[config.mk]
export PLATFORM = sky130hd
export DESIGN_NAME = nrsh_fifo
export DESIGN_NICKNAME = d
export VERILOG_FILES = /design/src/sv/nearest_ray_segment_hit_defines.svh /design/src/sv/nrsh_fifo.sv
export SDC_FILE = /design/constraint.sdc
export NUM_CORES = 1
export LEC_CHECK = 0
export BUFFER_PORTS_ARGS = -buffer_cell sky130_fd_sc_hd__buf_2
export CORE_MARGIN = 10
export CORE_UTILIZATION = 40
export CTS_CLUSTER_SIZE = 30
export DETAILED_ROUTE_END_ITERATION = 16
export GPL_ROUTABILITY_DRIVEN = 0
export MAX_ROUTING_LAYER = met4
export PLACE_DENSITY = 0.73
export SLEW_MARGIN = 20
export SYNTH_ARGS = -nofsm -noshare
export SYNTH_HDL_FRONTEND = slang
export SYNTH_SLANG_ARGS = --single-unit
[constraint.sdc]
create_clock -name i_clk -period 3 [get_ports i_clk]
set_input_delay 0.6 -clock i_clk [delete_from_list [all_inputs] [get_ports i_clk]]
set_output_delay 0.6 -clock i_clk [all_outputs]
set_load 0.01 [all_outputs]
[src/sv/nearest_ray_segment_hit_defines.svh]
// Assertion helpers for the asserting file of the block.
`ifndef NEAREST_RAY_SEGMENT_HIT_DEFINES_SVH
`define NEAREST_RAY_SEGMENT_HIT_DEFINES_SVH

// same-cycle implication, clocked on i_clk, off during reset
`define NRSH_ASSERT_NOW(lbl, ante, cons, msg) \
    lbl: assert property (@(posedge i_clk) disable iff (!i_rst_n) (ante) |-> (cons)) \
        else $error(msg);

// next-cycle implication, clocked on i_clk, off during reset
`define NRSH_ASSERT_NEXT(lbl, ante, cons, msg) \
    lbl: assert property (@(posedge i_clk) disable iff (!i_rst_n) (ante) |=> (cons)) \
        else $error(msg);

`endif

[src/sv/nrsh_fifo.sv]
module nrsh_fifo #(
    parameter int W     = 8,
    parameter int DEPTH = 2
) (
    input  logic         i_clk,
    input  logic         i_rst_n,
    input  logic         i_push,
    input  logic [W-1:0] i_wdata,
    output logic         o_full,
    input  logic         i_pop,
    output logic [W-1:0] o_rdata,
    output logic         o_empty
);

    localparam int AW = (DEPTH > 1) ? $clog2(DEPTH) : 1;
    localparam int NW = $clog2(DEPTH + 1);

    logic [W-1:0]  r_mem [DEPTH];
    logic [AW-1:0] r_wr;
    logic [AW-1:0] r_rd;
    logic [NW-1:0] r_cnt;

    assign o_full  = (r_cnt == NW'(DEPTH));
    assign o_empty = (r_cnt == '0);
    assign o_rdata = r_mem[r_rd];

    always_ff @(posedge i_clk) begin
        if (i_push) begin
            r_mem[r_wr] <= i_wdata;
        end
    end

    always_ff @(posedge i_clk) begin
        if (!i_rst_n) begin
            r_wr  <= '0;
            r_rd  <= '0;
            r_cnt <= '0;
        end else begin
            if (i_push) begin
                r_wr <= (r_wr == AW'(DEPTH - 1)) ? '0 : r_wr + AW'(1);
            end
            if (i_pop) begin
                r_rd <= (r_rd == AW'(DEPTH - 1)) ? '0 : r_rd + AW'(1);
            end
            if (i_push && !i_pop) begin
                r_cnt <= r_cnt + NW'(1);
            end else if (i_pop && !i_push) begin
                r_cnt <= r_cnt - NW'(1);
            end
        end
    end

endmodule

After elaboration in Yosys (flattened, before gate mapping)
Memory sizes are Yosys's and may differ from the RTL's. A register that Yosys moved wholly into a read port is not among the register bits.
Cells that the tools add are included.
{"block": "word_totals", "ff_bits": 4, "ramBits": 16, "rom_bits": 0, "memories": 1, "latch_bits": 0}
{"block": "op_classes", "mul": 0, "n_shift": 0, "reduce_logical": 6, "n_addsub": 4, "n_lt_le_gt_ge": 0, "eq_ne": 1, "div": 0, "bitwise": 0, "mux": 8}
{"memory": "r_mem", "depth": 2, "word_bits": 8, "read_ports": 1, "rd_ports_with_merged_regs": 1, "wr": 1, "line": "nrsh_fifo.sv:18", "rtl": "logic [W-1:0] r_mem [DEPTH];"}
{"cell": "$mux 1", "count": 6}
{"cell": "$mux 2", "count": 2}
{"cell": "$add 1x1->1 const B", "count": 2}
{"cell": "$add 2x1->2 const B", "count": 1}
{"cell": "$eq 2x2->1 const B", "count": 1}
{"cell": "$logic_and 1x1->1", "count": 2}
{"cell": "$logic_not 1->1", "count": 2}
{"cell": "$logic_not 2->1", "count": 1}
{"cell": "$reduce_bool 2->1", "count": 1}
{"cell": "$sub 2x1->2 const B", "count": 1}

Logic depth before layout (Yosys ltp)
{"block": "depth", "ltp_word": 4, "mapped_depth": 5, "ltp_nobuf": 5}

Least setup slack after synthesis
OpenSTA, ideal clock, no wires.
{"block": "synth_path", "kind": "input to register", "startpoint": "input port i_pop", "endpoint": "register r_cnt[1]", "path_slack_ns": 1.532, "setup_ns": 0.070, "path_buffers": 0, "path_stages": 4, "t_arrival_ns": 1.398, "cell_sequence": "inv_1 > ha_1 > or3_1 > a21boi_1"}
{"block": "synth_between", "elab_chain_cells": 3, "elab_cells_between_ends": 5, "classes_between": "mux: 1; reduce/logical: 4"}
{"element": "from (decl)", "line": "nrsh_fifo.sv:10", "rtl": "input logic i_pop,"}
{"element": "$logic_not 1->1", "line": "nrsh_fifo.sv:45", "rtl": "if (i_push && !i_pop) begin"}
{"element": "$logic_and 1x1->1", "line": "nrsh_fifo.sv:45"}
{"element": "$mux 2 / $reduce_bool 2->1 (equally long branches)"}
{"element": "to (signal assigned)", "line": "nrsh_fifo.sv:46", "rtl": "r_cnt <= r_cnt + NW'(1);"}
{"element": "to (signal assigned)", "line": "nrsh_fifo.sv:48", "rtl": "r_cnt <= r_cnt - NW'(1);"}
{"element": "to (decl)", "line": "nrsh_fifo.sv:21", "rtl": "logic [NW-1:0] r_cnt;"}
Several ways; a longest one is shown, not always the timed one.
A chain may end at the register's enable or synchronous reset.

==> impl_metrics.tcl <==
set metrics [dict create \
    grt_pass1_wl_mm 2.33 \
    diodes 0 \
    cts-root-buf "clkbuf_4" \
    ys_seq_elements 21 \
    cp.required_ns 2.40 \
    synth_edf_count 16 \
    syn_nets 60 \
    yosys_warnings 0 \
    synth_area_leaders "edfxtp_1, dfxtp_1, mux2_2" \
    async_reset_ff_share_pct 0 \
    tightest_slew_ns 0.801 \
    rsz0062_at_grt "false" \
    drc 0 \
    yosysMostFrequentCell "edfxtp_1" \
    period_share_pct 65.2 \
    vias_per_cell 4.52 \
    p_total_mw 0.549 \
    max-vdd-ir-drop_v 0.000301 \
    grt_pass1_vias 502 \
    power_density_nw_per_um2 574 \
    wirelength_mm 1.36 \
    seq_area_frac_synth_pct 73.1 \
    fmax_mhz 511 \
    grt_max_degree 13 \
    synth_top_cell_area_share_pct 60.5 \
    synth.avg_cell_area_sq_um 16.9 \
    clock_latency_ns 0.29 \
    boundaryPins 22 \
    synth_cells 47 \
    cts_tree "yes" \
    fillers 195 \
    cts.sink_count 21 \
    cp.arrival_ns 1.36 \
    reg2reg_slack_ns 1.68 \
    groute.usage.overall_pct 7.12 \
    fin_tns_setup_ns 0 \
    drt_iter0_markers 10 \
    r2r-start "r_wr" \
    h-tree-depth 1 \
    holdBufCountCts 0 \
    synth_top_family_by_area "multiplexers" \
    post_cts_buffers 0 \
    nets 85 \
    slew_violations 0 \
    grt.overflow.total 0 \
    area_delta_synth_final_pct 20.3 \
    setup_viol 0 \
    drv_cap 0 \
    ant_nets 0 \
    wl_per_cell_um 13.9 \
    synth-compound-area-share_pct 2.52 \
    cp-end-kind "output pin" \
    timing_worst_setup_path_type "reg -> out" \
    drive_gt1_share_pct 47.9 \
    r2r_cells 1 \
    synth.distinct_cells 16 \
    synth_mux_area_share_pct 11.3 \
    port_buffers 21 \
    synth.largest_area_cell "edfxtp_1" \
    synth_xor_area_share_pct 3.31 \
    cts-buffers-inserted 3 \
    hold_violations 0 \
    min_to "r_mem[1][3]" \
    ys.flop_type "edfxtp_1" \
    p_leak_nw 0.380 \
    status "finished clean" \
    yosys-top-cells-count "edfxtp_1, mux2_2, dfxtp_1" \
    worstHoldStart "i_wdata[3]" \
    slew_headroom_pct 46.5 \
    synth_fa_ha_area_share_pct 1.57 \
    fin_skew_ns 0.00411 \
    fin_crit_ns 1.96 \
    antenna_found_initial 0 \
    first_pass_iters 2 \
    min_path_type "in -> reg" \
    clk_pin_slew_worst_paths_ns 0.11 \
    hpwlAfterDp_mm 1.03 \
    die_h_um 64.6 \
    row_count 16 \
    start_util_pct 41.3 \
    syn-cell-area_sq_um 795 \
    hold_depth 1 \
    fp.dieArea_sq_um 4170 \
    die_w_um 64.6 \
    crit_fanout 8 \
    core_sq_um 1920 \
    start_kind "flop" \
    vias 443 \
    clock_path_buffers 2 \
    reg2reg_to "r_mem[0][1]" \
    synth-simple-area-share_pct 7.09 \
    postCtsResizedCells 0 \
]
## per-stage QoR
| stage | hold WS (ns) | cell area [sq um] | setup slack, ns | utilization (%) | cells |
|---|---|---|---|---|---|
| final | 0.488 | 956 | 1.04 | 49.7 | 98 |
| after global routing | 0.473 | 956 | 0.952 | 49.7 | 98 |
| after CTS | 0.487 | 956 | 1.01 | 49.7 | 98 |
| after detailed placement | 0.516 | 928 | 1.22 | 48.3 | 94 |
| after global placement | 0.482 | 928 | 1.33 | 48.3 | 94 |
| after floorplan | 0.466 | 795 | 1.53 | - | 47 |
## critical path, stage by stage, from the launching register on
cell and delay, ns:
dfxtp_1 0.55, mux2_2 0.38, buf_2 0.14
## report_power, final
part / internal [mW] / switching (mW) / leakage, nW / total [mW]
clock network: 0.0495 / 0.0803 / 0.0177 / 0.130
logic: 0.0400 / 0.0346 / 0.171 / 0.0746
registers: 0.333 / 0.0118 / 0.192 / 0.345
## layer usage
metal	GRT usage, %	wire length, um	up-vias
met5	-	0	-
met4	1.60	0	0
met3	3.26	104	0
met2	10.6	606	17
met1	8.64	650	206
li1	-	-	220
## worst max-delay path by stage
stage                     startpoint          end  slack [ns]
final                           flop   o_rdata[3]        1.04
after global routing            flop   o_rdata[3]        0.95
after CTS                       flop   o_rdata[3]        1.01
after detailed placement      i_push  r_mem[0][1]        1.22
after global placement        i_push  r_mem[0][1]        1.33
after floorplan                i_pop     r_cnt[1]        1.53
## cells by family after synthesis
logic type / after synthesis
AO/OA/AOI/OAI: 3
adder cells (fa/ha/maj): 1
AND/OR/NAND/NOR: 9
buffers and inverters: 2
multiplexers: 8
XOR/XNOR: 3
flip-flops: 21
## registers in the layout, indices dropped and copies added, names as in the netlist, named ones only
name,cells
r_mem,16
r_rd,1
r_wr,1
r_cnt,2
## layout by cell type (no fill, tap or decap)
master / n
or3_1: 1
o21a_1: 1
and2_1: 4
xor2_1: 2
clkbuf_4: 3
and2b_2: 1
mux2_2: 8
xnor2_1: 1
nor2_1: 1
clkinv_2: 1
inv_1: 1
a21boi_1: 1
dfxtp_1: 5
nor2b_1: 2
edfxtp_1: 16
ha_1: 1
o21ai_0: 1
buf_2: 21
## final cells by class
cell class | count | area [sq um] | area share, %
clock inverter | 1 | 5.00 | 0.524
multi-input combinational | 24 | 205 | 21.5
tap | 27 | 33.8 | 3.53
clock buffer | 3 | 22.5 | 2.36
sequential | 21 | 581 | 60.7
inverter | 1 | 3.75 | 0.393
timing repair buffer | 21 | 105 | 11.0
No activity file was read; power rests on OpenSTA's default activity.
