## src/sv/nearest_ray_segment_hit_defines.svh

```systemverilog
// Assertion helpers for the asserting file of the block.
`ifndef NEAREST_RAY_SEGMENT_HIT_DEFINES_SVH
`define NEAREST_RAY_SEGMENT_HIT_DEFINES_SVH

// same-cycle implication, clocked on i_clk, off during reset
`define NRSH_ASSERT_NOW(lbl, ante, cons, msg) \
    lbl: assert property (@(posedge i_clk) disable iff (!i_rst_n) (ante) |-> (cons)) \
        else $error(msg);

// next-cycle implication, clocked on i_clk, off during reset
`define NRSH_ASSERT_NEXT(lbl, ante, cons, msg) \
    lbl: assert property (@(posedge i_clk) disable iff (!i_rst_n) (ante) |=> (cons)) \
        else $error(msg);

`endif

```

## src/sv/nrsh_pkg.sv

```systemverilog
package nrsh_pkg;

    localparam int IN_W      = 25;
    localparam int SEG_W     = 12;
    localparam int CFG_W     = 12;
    localparam int OUT_W     = 20;
    localparam int DIST_BITS = 42;
    localparam int APB_AW    = 3;
    localparam int APB_DW    = 32;

    localparam logic REG_ORIGIN_X = 1'b0;
    localparam logic REG_ORIGIN_Y = 1'b1;

    typedef enum logic [1:0] {
        F_IDLE,
        F_MUL,
        F_SUM,
        F_PUSH
    } t_front_state;

    typedef enum logic [3:0] {
        B_IDLE,
        B_MUL,
        B_SUM,
        B_BOX,
        B_CHK,
        B_DIV,
        B_DIST,
        B_SQ,
        B_UPD,
        B_EMIT
    } t_back_state;

    function automatic int job_w(input int cb);
        int a1w;
        a1w = IN_W + 1;
        return 2 + (a1w + cb + 2) + (2 * cb + 3) + (a1w + cb + 2)
            + 2 * a1w + 2 * (cb + 1) + 8 * (cb + 2);
    endfunction

endpackage

```

## src/sv/nrsh_in_if.sv

```systemverilog
interface nrsh_in_if;
    logic                              valid;
    logic                              ready;
    logic signed [nrsh_pkg::IN_W-1:0]  ray_end_x;
    logic signed [nrsh_pkg::IN_W-1:0]  ray_end_y;
    logic        [nrsh_pkg::SEG_W-1:0] seg_ax;
    logic        [nrsh_pkg::SEG_W-1:0] seg_ay;
    logic        [nrsh_pkg::SEG_W-1:0] seg_bx;
    logic        [nrsh_pkg::SEG_W-1:0] seg_by;
    logic                              last_segment;

    modport source (output valid, ray_end_x, ray_end_y, seg_ax, seg_ay, seg_bx, seg_by,
                    last_segment, input ready);
    modport sink   (input valid, ray_end_x, ray_end_y, seg_ax, seg_ay, seg_bx, seg_by,
                    last_segment, output ready);
endinterface

```

## src/sv/nrsh_front.sv

```systemverilog
module nrsh_front #(
    parameter int COORD_BITS = 12
) (
    input  logic                                   i_clk,
    input  logic                                   i_rst_n,
    nrsh_in_if.sink                                i_in,
    input  logic [COORD_BITS-1:0]                  i_origin_x,
    input  logic [COORD_BITS-1:0]                  i_origin_y,
    output logic                                   o_push,
    output logic [nrsh_pkg::job_w(COORD_BITS)-1:0] o_job,
    input  logic                                   i_full
);

    localparam int CB  = COORD_BITS;
    localparam int GW  = nrsh_pkg::IN_W;
    localparam int A1W = GW + 1;
    localparam int A2W = CB + 1;
    localparam int C1W = A1W + CB + 2;
    localparam int C2W = 2 * CB + 3;
    localparam int DW  = A1W + A2W + 1;
    localparam int BW  = CB + 2;

    localparam logic signed [GW:0] RAY_LO = (GW + 1)'(-1);
    localparam logic signed [GW:0] RAY_HI = (GW + 1)'(2 ** CB);

    function automatic logic signed [BW-1:0] clamp_ray(input logic signed [GW:0] v);
        logic signed [BW-1:0] r;
        if (v < RAY_LO) begin
            r = BW'(RAY_LO);
        end else if (v > RAY_HI) begin
            r = BW'(RAY_HI);
        end else begin
            r = BW'(v);
        end
        return r;
    endfunction

    nrsh_pkg::t_front_state r_state, n_state;

    logic [CB-1:0]          w_ax, w_ay, w_bx, w_by;
    logic signed [GW:0]     w_gx, w_gy, w_ox, w_oy;
    logic [7:0][BW-1:0]     w_bnd;

    logic signed [A1W-1:0]  r_a1, r_b1;
    logic signed [A2W-1:0]  r_a2, r_b2;
    logic [7:0][BW-1:0]     r_bnd;
    logic                   r_last;
    logic [CB-1:0]          r_ax_hold, r_ay_hold;
    logic signed [A1W+CB:0] r_p_a1ox, r_p_b1oy;
    logic signed [A2W+CB:0] r_p_a2ax, r_p_b2ay;
    logic signed [A1W+A2W-1:0] r_p_a1b2, r_p_a2b1;
    logic signed [C1W-1:0]  r_c1;
    logic signed [C2W-1:0]  r_c2;
    logic signed [DW-1:0]   r_d;
    logic                   r_par;
    logic                   w_take;

    always_comb begin
        w_ax = CB'(i_in.seg_ax);
        w_ay = CB'(i_in.seg_ay);
        w_bx = CB'(i_in.seg_bx);
        w_by = CB'(i_in.seg_by);
        w_gx = (GW + 1)'(i_in.ray_end_x);
        w_gy = (GW + 1)'(i_in.ray_end_y);
        w_ox = $signed((GW + 1)'(i_origin_x));
        w_oy = $signed((GW + 1)'(i_origin_y));
        w_bnd[0] = BW'((w_ax < w_bx) ? w_ax : w_bx);
        w_bnd[1] = BW'((w_ax < w_bx) ? w_bx : w_ax);
        w_bnd[2] = BW'((w_ay < w_by) ? w_ay : w_by);
        w_bnd[3] = BW'((w_ay < w_by) ? w_by : w_ay);
        w_bnd[4] = clamp_ray((w_ox < w_gx) ? w_ox : w_gx);
        w_bnd[5] = clamp_ray((w_ox < w_gx) ? w_gx : w_ox);
        w_bnd[6] = clamp_ray((w_oy < w_gy) ? w_oy : w_gy);
        w_bnd[7] = clamp_ray((w_oy < w_gy) ? w_gy : w_oy);
    end

    always_comb begin
        n_state = r_state;
        case (r_state)
            nrsh_pkg::F_IDLE: begin
                if (i_in.valid) begin
                    n_state = nrsh_pkg::F_MUL;
                end
            end
            nrsh_pkg::F_MUL:  n_state = nrsh_pkg::F_SUM;
            nrsh_pkg::F_SUM:  n_state = nrsh_pkg::F_PUSH;
            nrsh_pkg::F_PUSH: begin
                if (!i_full) begin
                    n_state = nrsh_pkg::F_IDLE;
                end
            end
            default: n_state = nrsh_pkg::F_IDLE;
        endcase
    end

    always_comb begin
        i_in.ready = (r_state == nrsh_pkg::F_IDLE);
        o_push     = (r_state == nrsh_pkg::F_PUSH) && !i_full;
        w_take     = i_in.valid && i_in.ready;
    end

    assign o_job = {r_last, r_par, r_c1, r_c2, r_d, r_a1, r_b1, r_a2, r_b2, r_bnd};

    always_ff @(posedge i_clk) begin
        if (!i_rst_n) begin
            r_state <= nrsh_pkg::F_IDLE;
        end else begin
            r_state <= n_state;
        end
    end

    always_ff @(posedge i_clk) begin
        if (w_take) begin
            r_a1      <= w_gy - w_oy;
            r_b1      <= w_ox - w_gx;
            r_a2      <= $signed(A2W'(w_by)) - $signed(A2W'(w_ay));
            r_b2      <= $signed(A2W'(w_ax)) - $signed(A2W'(w_bx));
            r_bnd     <= w_bnd;
            r_last    <= i_in.last_segment;
            r_ax_hold <= w_ax;
            r_ay_hold <= w_ay;
        end
        if (r_state == nrsh_pkg::F_MUL) begin
            r_p_a1ox <= r_a1 * $signed({1'b0, i_origin_x});
            r_p_b1oy <= r_b1 * $signed({1'b0, i_origin_y});
            r_p_a2ax <= r_a2 * $signed({1'b0, r_ax_hold});
            r_p_b2ay <= r_b2 * $signed({1'b0, r_ay_hold});
            r_p_a1b2 <= r_a1 * r_b2;
            r_p_a2b1 <= r_a2 * r_b1;
        end
        if (r_state == nrsh_pkg::F_SUM) begin
            r_c1  <= C1W'(r_p_a1ox) + C1W'(r_p_b1oy);
            r_c2  <= C2W'(r_p_a2ax) + C2W'(r_p_b2ay);
            r_d   <= DW'(r_p_a1b2) - DW'(r_p_a2b1);
            r_par <= (r_p_a1b2 == r_p_a2b1);
        end
    end

endmodule

```

## src/flat_wrapper.sv

```systemverilog
// flat-port wrapper written by rule: the top's interface ports become plain ports
module nrsh_front_flat 
#(
    parameter int COORD_BITS = 12
)
  (i_clk, i_rst_n, i_origin_x, i_origin_y, o_push, o_job, i_full, i_in_valid, i_in_ray_end_x, i_in_ray_end_y, i_in_seg_ax, i_in_seg_ay, i_in_seg_bx, i_in_seg_by, i_in_last_segment, i_in_ready);
  nrsh_in_if i_in_i ();
  input  logic i_clk;
  input  logic i_rst_n;
  input  logic [COORD_BITS-1:0] i_origin_x;
  input  logic [COORD_BITS-1:0] i_origin_y;
  output logic o_push;
  output logic [nrsh_pkg::job_w(COORD_BITS)-1:0] o_job;
  input  logic i_full;
  input wire logic [$bits(i_in_i.valid)-1:0] i_in_valid;
  input wire logic [$bits(i_in_i.ray_end_x)-1:0] i_in_ray_end_x;
  input wire logic [$bits(i_in_i.ray_end_y)-1:0] i_in_ray_end_y;
  input wire logic [$bits(i_in_i.seg_ax)-1:0] i_in_seg_ax;
  input wire logic [$bits(i_in_i.seg_ay)-1:0] i_in_seg_ay;
  input wire logic [$bits(i_in_i.seg_bx)-1:0] i_in_seg_bx;
  input wire logic [$bits(i_in_i.seg_by)-1:0] i_in_seg_by;
  input wire logic [$bits(i_in_i.last_segment)-1:0] i_in_last_segment;
  output wire logic [$bits(i_in_i.ready)-1:0] i_in_ready;
  assign i_in_i.valid = i_in_valid;
  assign i_in_i.ray_end_x = i_in_ray_end_x;
  assign i_in_i.ray_end_y = i_in_ray_end_y;
  assign i_in_i.seg_ax = i_in_seg_ax;
  assign i_in_i.seg_ay = i_in_seg_ay;
  assign i_in_i.seg_bx = i_in_seg_bx;
  assign i_in_i.seg_by = i_in_seg_by;
  assign i_in_i.last_segment = i_in_last_segment;
  assign i_in_ready = i_in_i.ready;
  nrsh_front #(.COORD_BITS(COORD_BITS)) u_core (.i_clk(i_clk), .i_rst_n(i_rst_n), .i_in(i_in_i), .i_origin_x(i_origin_x), .i_origin_y(i_origin_y), .o_push(o_push), .o_job(o_job), .i_full(i_full));
endmodule
```

## config.mk

```make
export PLATFORM = sky130hd
export DESIGN_NAME = nrsh_front_flat
export DESIGN_NICKNAME = d
export VERILOG_FILES = /design/src/sv/nearest_ray_segment_hit_defines.svh /design/src/sv/nrsh_pkg.sv /design/src/sv/nrsh_in_if.sv /design/src/sv/nrsh_front.sv /design/src/flat_wrapper.sv
export SDC_FILE = /design/constraint.sdc
export NUM_CORES = 2
export LEC_CHECK = 0
export BUFFER_PORTS_ARGS = -buffer_cell sky130_fd_sc_hd__buf_4
export CORE_UTILIZATION = 40
export CTS_CLUSTER_SIZE = 16
export DETAILED_ROUTE_END_ITERATION = 12
export SLEW_MARGIN = 20
export SYNTH_ARGS = -nofsm -noshare
export SYNTH_HDL_FRONTEND = slang
export SYNTH_SLANG_ARGS = --single-unit
```

## constraint.sdc

```tcl
create_clock -name i_clk -period 7.37 [get_ports i_clk]
set_input_delay 0.3685 -clock i_clk [delete_from_list [all_inputs] [get_ports i_clk]]
set_output_delay 0.3685 -clock i_clk [all_outputs]
set_load 0.02 [all_outputs]
```

======== Yosys cells after proc, flatten, opt, wreduce, memory -nomap -nowiden ========
Cells that the tools add are included.
word-level totals
  bits of input ports ..................... 127
  logic and storage cells ................. 85
  register bits ........................... 533
  output and inout port bits .............. 301
cells by class
  order comparisons ....................... 12
  reduce and logical (&&, ||, !) cells .... 9
  multipliers ............................. 6
  add/subtract/negate cells ............... 7
  mux-type cells .......................... 15
  equality and inequality tests ........... 6
operators with widths
  cell                  number
  $mul 26x13->39        3
  $gt 26x14->1 const B  4
  $lt 26x1->1 const B   4
  $mux 26               4
  $mux 14               4
  $mul 13x13->26        2
  $lt 13x25->1          2
  $mux 12               4
  $add 39x39->40        1
  $sub 39x39->40        1
  $eq 39x39->1          1
  $mul 13x26->39        1
  $add 26x26->27        1
  $sub 12x12->13        2
  $sub 13x25->26        1
  $sub 25x13->26        1
  $lt 12x12->1          2
  $pmux 2 s4            1
  $reduce_or 2->1       4
  $eq 2x2->1 const B    2
  $mux 2                2
  $ne 2x2->1 const B    2
  $eq 2x1->1 const B    1
  $logic_and 1x1->1     2
  3 further kinds       3

======== Longest topological paths before layout ========
  depth in word-level cells ............... 4
  gate-level depth with buffers ........... 26
  mapped depth without buffers ............ 24

======== Worst setup path before layout ========
No wires, ideal clock.
  path type ............................... reg-to-reg
  from .................................... reg u_core.r_b2[4]
  to ...................................... reg u_core.r_p_a1b2[36], data pin
  library setup time ...................... 258 ps
  path slack .............................. 978 ps
  cell stages (with the launch flop) ...... 24
  path buffers ............................ 2
  arrival ................................. 6134 ps
  required time ........................... 7112 ps
  clock period less this slack ............ 6392 ps
  cell sequence ........................... edfxtp_1 -> clkbuf_1 -> clkbuf_1 -> nand2_1 -> fa_1 -> fa_1 -> fa_1 -> inv_1 -> fa_1 -> inv_1 -> fa_1 -> inv_1 -> ha_1 -> ha_1 -> a211o_1 -> nor2_1 -> o21ai_0 -> and3_1 -> o21a_1 -> o41ai_2 -> nand2b_1 -> a221o_1 -> a21oi_1 -> xnor2_1
on the way
  longest elaborated chain between the ends .. 1
RTL lines
  element                   line               RTL
  start: declaration        nrsh_front.sv:45   logic signed [A2W-1:0] r_a2, r_b2;
  start signal: assignment  nrsh_front.sv:117  r_b2 <= $signed(A2W'(w_ax)) - $signed(A2W'(w_bx));
  $mul 26x13->39            nrsh_front.sv:128  r_p_a1b2 <= r_a1 * r_b2;
  end signal: assignment    nrsh_front.sv:128
  end: declaration          nrsh_front.sv:51   logic signed [A1W+A2W-1:0] r_p_a1b2, r_p_a2b1;
Every way passes these cells.
A chain may end at the register's enable or synchronous reset.

======== Worst setup path after layout ========
  from .................................... reg u_core.r_b1[8]
  to ...................................... reg u_core.r_p_b1oy[21], data pin
on the way
  longest elaborated chain between the ends .. 1
RTL lines
  element                   line               RTL
  start: declaration        nrsh_front.sv:44   logic signed [A1W-1:0] r_a1, r_b1;
  start signal: assignment  nrsh_front.sv:115  r_b1 <= w_ox - w_gx;
  $mul 26x13->39            nrsh_front.sv:125  r_p_b1oy <= r_b1 * $signed({1'b0, i_origin_y});
  end signal: assignment    nrsh_front.sv:125
  end: declaration          nrsh_front.sv:49   logic signed [A1W+CB:0] r_p_a1ox, r_p_b1oy;
Every way passes these cells.

==> results.yml <==
outcome:
  status: "completed"
timing:
  max_freq_mhz: 144
  finalHoldWorstSlack_ns: 0.0301
  fin_crit_sh_pct: 94.3
  slew_violations: 0
  setup_viol: 0
  fin_ws_ns: 0.418
  hold_viol_final: 0
  slew_headroom_pct: 19.9
  fin_crit_ns: 6.95
  rsz0062_at_grt: "false"
  tightest_slew_ns: 1.20
  worst_clock_skew_ns: 0.0503
  fin_setup_tns_ns: 0
synth:
  synthCells: 8518
  yosysSeqAreaShare_pct: 19.1
  syn_area_um2: 82600
  yosysUniqueCellTypes: 89
  synth_area_per_cell_um2: 9.69
  synth_top_family_by_area: "adder cells"
  synthFlopType: "edfxtp_1"
  async_flop_share_pct: 0
  yosys-mux-area-fraction_pct: 0.702
  ys.warnings.count: 0
  ys_seq_elements: 525
  synth-xor-area-share_pct: 3.48
  synthSimpleGateAreaFrac_pct: 14.4
  synth-compound-area-share_pct: 7.52
  synth_edf_count: 523
  synth_fa_ha_area_share_pct: 45.3
placed_design:
  place_inst: 11400
  numPortBuffers: 419
  gp_congestion: 0.964
  pre_cts_slack_ns: 0.489
  dp_hpwl_mm: 205
clocking:
  cts_tree: "built"
  clock_path_buffers: 3
  worstSkewPairLatency_ns: 0.72
  clock-root-buffer: "clkbuf_16"
  tritoncts.num_buffers: 70
  cts.sink_count: 525
  path_clk_slew_ns: 0.06
  ctsResizeCount: 0
  htreeDepth: 3
critical_path:
  crit_arrival_ns: 7.33
  cp.required_ns: 7.75
  critical_path.startpoint_type: "register"
  critPathMaxFanout: 14
  path_class: "reg2reg"
  r2r_cells: 20
  worst_setup_path_end_kind: "register"
routing:
  vias_per_cell: 5.19
  first_iter_violations: 3823
  finalWirelength_mm: 253
  vias: 60300
  drt.antenna.violating_nets: 0
  drc: 0
  post_drt_wl_per_cell_um: 21.8
  firstDrtPassIters: 6
grt:
  grt_usage_pct: 24.7
  antenna_found_initial: 22
  grt_max_degree: 150
  grt_pass1_wl_mm: 391
  grt_pass1_vias: 64900
  grt_overflow_total: 0
cells_and_area:
  fin_cells: 11600
  nets: 11100
  syn2layout_area_growth_pct: 11.5
  drive_gt1_share_pct: 8.64
job:
  maxCapViolations: 0
floorplanning:
  std_cell_rows: 166
  io_pins: 428
  die_w_um: 456
  die_h_um: 456
  die-area_um2: 208000
  start_util_pct: 40.3
  coreArea_um2: 205000
min_path:
  hp-class: "in2reg"
  min_path_cells: 2
## placed cells by master (no fill, tap or decap), types with 20 or more instances in the layout
cell,instances
inv_1,1695
mux2_2,23
nand2_1,1127
a21oi_1,305
o21bai_1,36
nand2b_1,36
mux2i_1,32
nor2b_1,80
and2_1,648
o21ai_0,198
o21a_1,58
dlygate4sd3_1,57
a211oi_1,23
nor2_1,237
buf_4,587
xor2_1,79
ha_1,640
fa_1,1469
o311ai_0,27
a21o_1,128
clkbuf_16,71
xnor2_1,247
edfxtp_1,523
and3_1,26
a21boi_0,28
nor3_1,70
or4_1,30
nand4_1,40
nand3_1,73
or3_1,20
## cells in the mapped netlist (15+ instances only)
library cell	instances	area share [%]
inv_1	1695	7.7
fa_1	1469	36
nand2_1	1127	5.1
and2_1	649	4.9
ha_1	642	9.7
edfxtp_1	523	19
clkbuf_1	347	1.6
a21oi_1	305	1.8
xnor2_1	248	2.6
nor2_1	240	1.1
o21ai_0	200	1.2
a21o_1	128	1.2
nor2b_1	80	0.61
xor2_1	80	0.85
nand3_1	73	0.44
nor3_1	72	0.44
o21a_1	58	0.53
nand4_1	40	0.30
nand2b_1	36	0.27
o21bai_1	36	0.33
mux2i_1	32	0.39
or4_1	30	0.27
a21boi_0	28	0.25
o311ai_0	27	0.29
and3_1	26	0.20
a211oi_1	24	0.22
mux2_2	23	0.31
or3_1	20	0.15
nor4_1	18	0.14
o211ai_1	18	0.16
buf_1	16	0.073
a31oi_1	15	0.11
## cell families after synthesis
group           after synthesis
compound gates              966
simple gates               2456
xor+xnor                    328
buf+inv                    2076
other cells                   1
mux                          55
fa+ha+maj                  2111
flops                       525
## sequential cells by signal (all words and copies together) (netlist names)
register	flops
u_core.r_ax_hold	12
u_core.o_job	104
u_core.r_state	2
u_core.r_p_b2ay	26
u_core.r_par	1
u_core.r_p_a2ax	26
u_core.r_a1	26
u_core.r_c1	40
u_core.r_c2	27
u_core.r_p_a1b2	39
u_core.r_d	40
u_core.r_p_a1ox	39
u_core.r_p_a2b1	39
u_core.r_b1	26
u_core.r_b2	13
u_core.r_ay_hold	12
u_core.r_p_b1oy	39
u_core.r_a2	13
u_core.r_last	1
## cell type report
type                    instances  area (µm²)
fillers                     19400      113000
well taps                    2688        3360
flip-flops and latches        525       15700
repair buffers                648        5060
multi-input cells            5924       59100
diodes                         12        30.0
clock inverters                48         648
clock buffers                  79        1810
inverters                    1695        6360
## final timing paths
kind,from,to,slack [ns]
min,i_in_ray_end_x[14],u_core.r_b1[14],0.03
min reg2reg,u_core.r_p_a2ax[0],u_core.r_c2[0],0.54
max,u_core.r_b1[8],u_core.r_p_b1oy[21],0.42
max reg2reg,u_core.r_b1[8],u_core.r_p_b1oy[21],0.42
## what timing repair did
action	4_1_cts	5_1_grt
hold buffers	57	0
hold endpoints to repair	71	0
buffers inserted	0	0
## per-stage QoR
stage	util [%]	area, µm²
floorplan	-	82600
global placement	43.5	89000
detailed placement	43.5	89000
CTS	45.0	92100
global route	45.0	92100
finish	45.0	92100
## layer usage
metal  vias up  track usage [%]  wire length, µm
li1      27300                -                -
met1     30800             30.5           100000
met2      1896             41.7           123000
met3       426             3.27            13800
met4         0             14.0            16300
met5         -                0                0
## worst max-delay path, cell delays in order, from the launching register on
cell,delay (ns)
edfxtp_1,0.85
buf_4,0.39
nand2_1,0.13
fa_1,0.58
inv_1,0.05
fa_1,0.47
fa_1,0.52
inv_1,0.05
fa_1,0.53
inv_1,0.05
fa_1,0.43
ha_1,0.35
o21a_1,0.13
o21ai_0,0.09
nor3_1,0.26
o21ai_0,0.23
o21ai_0,0.42
a31oi_1,0.22
nor2b_1,0.14
o21ai_0,0.09
a221oi_1,0.65
Power is left out: the tool's default activity adds up to more than one toggle a clock period on the data nets, which glitch-free logic cannot reach.
